**src/rtl/accel_tilt_angles_defines.svh**
```systemverilog
// ----------------------------------------------------------------------------
// accel_tilt_angles_defines
// assertion macros of the tilt angle rtl, used by accel_tilt_angles
// ----------------------------------------------------------------------------
`ifndef ACCEL_TILT_ANGLES_DEFINES_SVH
`define ACCEL_TILT_ANGLES_DEFINES_SVH

// property that must hold in the same cycle
`define ATILT_ASSERT_NOW(lbl, clk, rst_n, prop) \
    lbl: assert property (@(posedge clk) disable iff (!rst_n) (prop)) \
        else $error("tilt check failed");

// consequent must hold in the cycle after the antecedent
`define ATILT_ASSERT_NEXT(lbl, clk, rst_n, ante, cons) \
    lbl: assert property (@(posedge clk) disable iff (!rst_n) (ante) |=> (cons)) \
        else $error("tilt check failed");

`endif

```
**src/rtl/atilt_pkg.sv**
```systemverilog
// ----------------------------------------------------------------------------
// atilt_pkg
// types, widths and the arctangent table of the tilt angle pipeline
// ----------------------------------------------------------------------------
package atilt_pkg;

    localparam int SAMPLE_W = 16;                     // raw count width
    localparam int OUT_W    = 16;                     // angle width
    localparam int OUT_FRAC = 14;                     // angle fraction bits
    localparam int SQ_W     = 2 * SAMPLE_W + 1;       // sum of two squares
    localparam int SP       = SQ_W + (SQ_W % 2);      // radicand, even width
    localparam int SQRT_F   = 40;                     // root fraction bits
    localparam int NS       = SP / 2 + SQRT_F;        // root width and stages
    localparam int CW       = NS + 2;                 // cordic x/y width
    localparam int AF       = 52;                     // angle fraction bits
    localparam int ZW       = AF + 3;                 // angle accumulator
    localparam int N_IT     = 48;                     // cordic iterations

    localparam logic [OUT_W-1:0] HALF_PI_Q = 16'd25736;

    typedef struct packed {
        logic signed [SAMPLE_W-1:0] accel_x;
        logic signed [SAMPLE_W-1:0] accel_y;
        logic signed [SAMPLE_W-1:0] accel_z;
    } t_sample;

    typedef struct packed {
        logic signed [OUT_W-1:0] pitch_angle;
        logic signed [OUT_W-1:0] roll_angle;
    } t_angles;

    typedef struct packed {
        logic valid;
        logic neg;     // numerator negative
        logic a_zero;  // numerator zero
        logic s_zero;  // denominator zero
    } t_ctl;

    // atan(2^-i) in AF fraction bits, worked out at elaboration
    function automatic logic [ZW-1:0] atan_q(input int i);
        real r;
        r = $atan(2.0 ** (-i)) * (2.0 ** AF);
        return ZW'(longint'(r));
    endfunction

endpackage

```
**src/rtl/atilt_prep.sv**
```systemverilog
// ----------------------------------------------------------------------------
// atilt_prep
// magnitudes, squares and sums of squares, three register stages
// ----------------------------------------------------------------------------
module atilt_prep (
    input  logic                              i_clk,
    input  logic                              i_rst_n,
    input  logic                              i_adv,
    input  logic                              i_valid,
    input  atilt_pkg::t_sample                i_sample,
    output logic [atilt_pkg::SAMPLE_W-1:0]    o_p_a,
    output logic [atilt_pkg::SQ_W-1:0]        o_p_s,
    output atilt_pkg::t_ctl                   o_p_ctl,
    output logic [atilt_pkg::SAMPLE_W-1:0]    o_r_a,
    output logic [atilt_pkg::SQ_W-1:0]        o_r_s,
    output atilt_pkg::t_ctl                   o_r_ctl
);

    localparam int W = atilt_pkg::SAMPLE_W;

    logic [W-1:0]      n_xm, n_ym, n_zm;
    atilt_pkg::t_ctl   n_p_ctl, n_r_ctl;
    logic [W-1:0]      r1_xm, r1_ym, r1_zm;
    atilt_pkg::t_ctl   r1_p_ctl, r1_r_ctl;
    logic [2*W-1:0]    r2_x2, r2_y2, r2_z2;
    logic [W-1:0]      r2_xm, r2_ym;
    atilt_pkg::t_ctl   r2_p_ctl, r2_r_ctl;
    logic [W-1:0]      r3_xm, r3_ym;
    logic [atilt_pkg::SQ_W-1:0] r3_p_s, r3_r_s;
    atilt_pkg::t_ctl   r3_p_ctl, r3_r_ctl;

    always_comb begin
        // the most negative count maps to 2^(W-1), still fits unsigned
        n_xm = i_sample.accel_x[W-1] ? (~i_sample.accel_x + 1'b1) : i_sample.accel_x;
        n_ym = i_sample.accel_y[W-1] ? (~i_sample.accel_y + 1'b1) : i_sample.accel_y;
        n_zm = i_sample.accel_z[W-1] ? (~i_sample.accel_z + 1'b1) : i_sample.accel_z;
        n_p_ctl.valid  = i_valid;
        n_p_ctl.neg    = ~i_sample.accel_x[W-1];
        n_p_ctl.a_zero = (n_xm == '0);
        n_p_ctl.s_zero = (n_ym == '0) && (n_zm == '0);
        n_r_ctl.valid  = i_valid;
        n_r_ctl.neg    = i_sample.accel_y[W-1];
        n_r_ctl.a_zero = (n_ym == '0);
        n_r_ctl.s_zero = (n_xm == '0) && (n_zm == '0);
    end

    always_ff @(posedge i_clk) begin
        if (!i_rst_n) begin
            r1_p_ctl <= '0;
            r1_r_ctl <= '0;
            r2_p_ctl <= '0;
            r2_r_ctl <= '0;
            r3_p_ctl <= '0;
            r3_r_ctl <= '0;
        end else if (i_adv) begin
            r1_p_ctl <= n_p_ctl;
            r1_r_ctl <= n_r_ctl;
            r2_p_ctl <= r1_p_ctl;
            r2_r_ctl <= r1_r_ctl;
            r3_p_ctl <= r2_p_ctl;
            r3_r_ctl <= r2_r_ctl;
        end
    end

    always_ff @(posedge i_clk) begin
        if (i_adv) begin
            r1_xm  <= n_xm;
            r1_ym  <= n_ym;
            r1_zm  <= n_zm;
            r2_x2  <= r1_xm * r1_xm;
            r2_y2  <= r1_ym * r1_ym;
            r2_z2  <= r1_zm * r1_zm;
            r2_xm  <= r1_xm;
            r2_ym  <= r1_ym;
            r3_p_s <= atilt_pkg::SQ_W'(r2_y2) + atilt_pkg::SQ_W'(r2_z2);
            r3_r_s <= atilt_pkg::SQ_W'(r2_x2) + atilt_pkg::SQ_W'(r2_z2);
            r3_xm  <= r2_xm;
            r3_ym  <= r2_ym;
        end
    end

    assign o_p_a   = r3_xm;
    assign o_p_s   = r3_p_s;
    assign o_p_ctl = r3_p_ctl;
    assign o_r_a   = r3_ym;
    assign o_r_s   = r3_r_s;
    assign o_r_ctl = r3_r_ctl;

endmodule

```
**config.mk**
```make
export PLATFORM = sky130hd
export DESIGN_NAME = atilt_prep
export DESIGN_NICKNAME = d
export VERILOG_FILES = /design/src/rtl/accel_tilt_angles_defines.svh /design/src/rtl/atilt_pkg.sv /design/src/rtl/atilt_prep.sv
export SDC_FILE = /design/constraint.sdc
export NUM_CORES = 2
export LEC_CHECK = 0
export BUFFER_PORTS_ARGS = -buffer_cell sky130_fd_sc_hd__buf_2
export CORE_UTILIZATION = 64
export DETAILED_ROUTE_END_ITERATION = 12
export PLACE_DENSITY = 0.82
export SYNTH_ARGS = -nofsm -noshare
export SYNTH_HDL_FRONTEND = slang
export SYNTH_SLANG_ARGS = --single-unit
```
**constraint.sdc**
```tcl
create_clock -name i_clk -period 8 [get_ports i_clk]
set_input_delay 0.4 -clock i_clk [delete_from_list [all_inputs] [get_ports i_clk]]
set_output_delay 0.4 -clock i_clk [all_outputs]
set_load 0.02 [all_outputs]
```
; Word-level counts from Yosys, hierarchy flattened
; Cells that the tools add are included.
[classes]
n_eq_ne = 0
n_mux = 3
reduce_logical = 5
n_addsub = 5
magnitude_cmp = 0
shifts = 0
bitwise_logic = 4
n_div = 0
multipliers = 3
[op_table]
columns = operator, n
row1 = $mul 16x16->32, 3
row2 = $add 32x32->33, 2
row3 = $add 16x1->16 const B, 3
row4 = $logic_not 16->1, 3
row5 = $mux 16, 3
row6 = $not 16->16, 3
row7 = $logic_and 1x1->1, 2
row8 = $not 1->1, 1
[totals]
wordCells = 53
input_bits = 52
out_inout_bits = 106
memories = 0
ff_bits = 295
ram_bits = 0
latch_bits = 0
rom_bits = 0

; Logic depth before layout (Yosys ltp)
[logic_depth]
depth_word = 5
depth_mapped = 26
depth_no_buf = 24

; Worst setup path after synthesis
; OpenSTA, ideal clock, no wires.
[synth_timing]
path_type = reg-to-reg
startpoint = reg r1_xm[9]
endpoint = reg r2_x2[30] (data pin)
path_buffers = 1
setup_slack_ns = 1.787
required_time_ns = 7.734
path_stages_with_launch = 25
arrival_ns = 5.947
period_less_slack_ns = 6.213
setup_time_ns = 0.266
path_cell_list = edfxtp_1 -> clkbuf_1 -> nand2_1 -> inv_1 -> fa_1 -> inv_1 -> fa_1 -> inv_1 -> fa_1 -> inv_1 -> fa_1 -> inv_1 -> fa_1 -> inv_1 -> fa_1 -> inv_1 -> ha_1 -> nand4_1 -> nor3_1 -> o41ai_2 -> a2111oi_0 -> o21ai_1 -> a21boi_1 -> o41ai_1 -> xnor2_1
[synth_between]
elab_chain_cells = 1
[synth_rtl]
columns = item, line_no
row1 = start: declaration, atilt_prep.sv:23  ; logic [W-1:0] r1_xm, r1_ym, r1_zm;
row2 = start signal: assignment, atilt_prep.sv:67  ; r1_xm <= n_xm;
row3 = $mul 16x16->32, atilt_prep.sv:70  ; r2_x2 <= r1_xm * r1_xm;
row4 = end signal: assignment, atilt_prep.sv:70
row5 = end: declaration, atilt_prep.sv:25  ; logic [2*W-1:0] r2_x2, r2_y2, r2_z2;
; Every way passes these cells.
; A chain may end at the register's enable or synchronous reset.

; Worst setup path after layout
[layout_timing]
startpoint = reg r1_ym[1]
endpoint = reg r2_y2[29] (data pin)
[layout_between]
elab_chain_cells = 1
[layout_rtl]
columns = item, line_no
row1 = start: declaration, atilt_prep.sv:23
row2 = start signal: assignment, atilt_prep.sv:68  ; r1_ym <= n_ym;
row3 = $mul 16x16->32, atilt_prep.sv:71  ; r2_y2 <= r1_ym * r1_ym;
row4 = end signal: assignment, atilt_prep.sv:71
row5 = end: declaration, atilt_prep.sv:25
; Every way passes these cells.

==> reports/results.ini <==
[worst_setup_path]
r2r_slack_ns=1.01
required_ns=8.33
crit_arrival_ns=7.32
r2r_cells=23
worstPathMaxFanout=21
r2r-start=r1_ym[1]$_DFFE_PP_
path_class=register to register
critPathLaunch=r1_ym[1]$_DFFE_PP_
critPathCapture=r2_y2[29]$_DFFE_PP_
critPathCaptureType=register
timing.rr.end=r2_y2[29]$_DFFE_PP_
start_kind=register

[floorplanning]
dieHeight_um=232
die_area_sq_mm=0.0540
fp.dieW_um=232
core_sq_mm=0.0526
io_pins=158
initial_core_util_pct=64.6
placementRows=84

[synthesis]
synthesis.area_sq_mm=0.0340
yosysTopAreaCellShare_pct=28.6
synth_most_common_cell=inv_1
synth-edff-count=269
yosysSeqAreaShare_pct=25.0
yosysWarnings=0
ys_ff_latch=290
synthCells=3328
synth_ff_type=edfxtp_1
synth_nets=4237
async_reset_ff_share_pct=0
synth_area_leaders=fa_1 (29%), edfxtp_1 (24%), ha_1 (14%)
synth_commonest_cells=inv_1 (759), fa_1 (486), ha_1 (371)
yosys.area.top_type=fa_1
avgSynthCellArea_sq_um=10.2
synth.distinct_cells=71

[sta]
finalSetupTns_ns=0
finalHoldViolCount=0
rsz0062_at_grt=false
setup_viol=0
final_period_minus_worst_setup_slack_ns=6.99
drv_slew=0
fmax_ghz=0.143
clock_skew_ns=0.0203
relSlewSlack_pct=34.6
period_share_pct=87.4
tightest_slew_ns=0.956
layout_setup_ws_ns=1.01

[clock_tree]
post_cts.repair.setup_buffers=0
clkLatencyLatePin_ns=0.55
numCtsBuffers=34
cts-htree-levels=2
root_buffer=clkbuf_16
ctsHoldBuffers=0
cts_buffer_depth=3
post_cts_resized=0
cts.sinks=290
cts_tree=built
clkTransAtPathRegs_ns=0.06

[outcome]
outcome=complete, no violations

[finish]
multi_input_area_sq_mm=0.0223
final_core_util_pct=69.3
diodes=0
finalNonFillerCells=4164
finalNetCount=4362
regArea_sq_mm=0.00850
num-fill-cells=3842
drive_above_1_share_pct=7.25
area_delta_synth_final_pct=7.23

[global_routing]
grt_pass1_wl_um=118000
antenna_found_initial=1
grt_remaining_overflow=0
grt_max_degree=133
grt_pass1_vias=24300
grt_use_total_pct=27.9

[place]
numPortBuffers=157
place_congestion=0.903
pre_cts_slack_ns=1.12
placedCellCount=4105
hpwl_um=57100

[detailed_routing]
drt_iter0_drc=1563
wl_um=71000
drtAntennaViolNets=0
drc_errors=0
dr.pass1.iters=6
wire_per_inst_um=17.1
vias=23300
drt-vias-per-instance=5.59

[flow_run]
maxCapViolCount=0

[hold_path]
hp-class=primary input to register

per-stage QoR:
| step | hold slack (ns) | instance area (sq um) |
|---|---|---|
| 3_5_place_dp | 0.405 | 35400 |
| 6_report | 0.0699 | 36400 |
| 5_1_grt | 0.0646 | 36400 |
| 2_1_floorplan | 0.400 | 34000 |
| 4_1_cts | 0.0420 | 36400 |
| 3_3_place_gp | 0.402 | 35400 |
routing by layer:
layer  routed length (um)  share of wire (%)  vias to the layer above  GRT usage (%)
met5                    0                  0                        -              0
met1                27500                 39                    11600           34.6
met2                36400                 51                      704           49.3
met3                 4230                6.0                      176           3.36
met4                 2870                4.0                        0           11.7
li1                     -                  -                    10800              -
worst min-delay path by stage:
stage | start | endpoint | slack, ns | cells past startpoint
final | i_sample[0] | r1_zm[0]$_DFFE_PP_ | 0.07 | 1
after global routing | i_sample[16] | r1_ym[0]$_DFFE_PP_ | 0.06 | 1
after CTS | i_sample[0] | r1_zm[0]$_DFFE_PP_ | 0.04 | 1
after detailed placement | r2_xm[14]$_DFFE_PP_ | o_p_a[14]$_DFFE_PP_ | 0.41 | 0
after global placement | r2_ym[10]$_DFFE_PP_ | o_r_a[10]$_DFFE_PP_ | 0.40 | 0
after floorplan | r2_xm[10]$_DFFE_PP_ | o_p_a[10]$_DFFE_PP_ | 0.40 | 0
logic make-up after synthesis:
group | share of synthesized area, %
buffers and inverters | 9.25
xor gates and xnor gates | 4.67
DFF | 25.0
adders and majority gates | 42.3
and+or+nand+nor | 11.0
muxes | 0.630
AOI/OAI and AO/OA | 7.09
critical path: stages, from the launching register on:
cell      delay (ns)
edfxtp_1        0.91
and2_1          0.26
inv_1           0.06
fa_1            0.46
fa_1            0.43
inv_1           0.09
ha_1            0.15
inv_1           0.06
fa_1            0.53
inv_1           0.07
fa_1            0.54
inv_1           0.06
fa_1            0.50
inv_1           0.05
ha_1            0.38
a211oi_1        0.30
o31ai_1         0.12
o211ai_1        0.19
a31oi_1         0.26
o21ai_1         0.25
a21boi_1        0.12
o311ai_1        0.38
or4b_1          0.47
o311ai_1        0.12
cell type report:
type	count	share of cell area, %
Clock buffer	38	2.44
Clock inverter	21	0.361
Inverter	761	7.84
Multi-Input combinational cell	2202	61.3
Sequential cell	290	23.3
Tap cell	688	2.36
Timing Repair Buffer	164	2.36
registers in the layout (all words and copies together), names as in the netlist, 4 cells and up:
name / count
o_p_s: 33
o_r_s: 33
r2_x2: 31
r2_y2: 31
r2_z2: 31
o_p_a: 16
o_r_a: 16
r1_xm: 16
r1_ym: 16
r1_zm: 16
r2_xm: 15
r2_ym: 15
o_r_ctl: 4
r1_r_ctl: 4
r2_r_ctl: 4
placed cells by master, fill, tap and decap left out, drive strengths merged, types with 10 or more instances in the layout:
cell,netlist,layout
inv,761,766
fa,486,486
ha,371,371
nand2,280,280
edfxtp,269,269
buf,3,164
nor2,151,151
xnor2,136,136
and2,127,127
a21oi,100,100
o21ai,65,65
a21o,49,49
nor2b,45,45
xor2,45,45
nor3,43,43
clkbuf,72,38
o21a,32,32
nand3,28,28
nand2b,21,21
dfxtp,21,21
mux2i,18,18
or2,18,18
o21bai,17,17
and3,16,16
clkinv,0,15
a211oi,14,14
or3,14,14
o31ai,13,13
a31oi,12,12
a31o,10,10
nand4,10,10
Power is left out: the tool's default activity adds up to more than one toggle a clock period on the data nets, which glitch-free logic cannot reach.
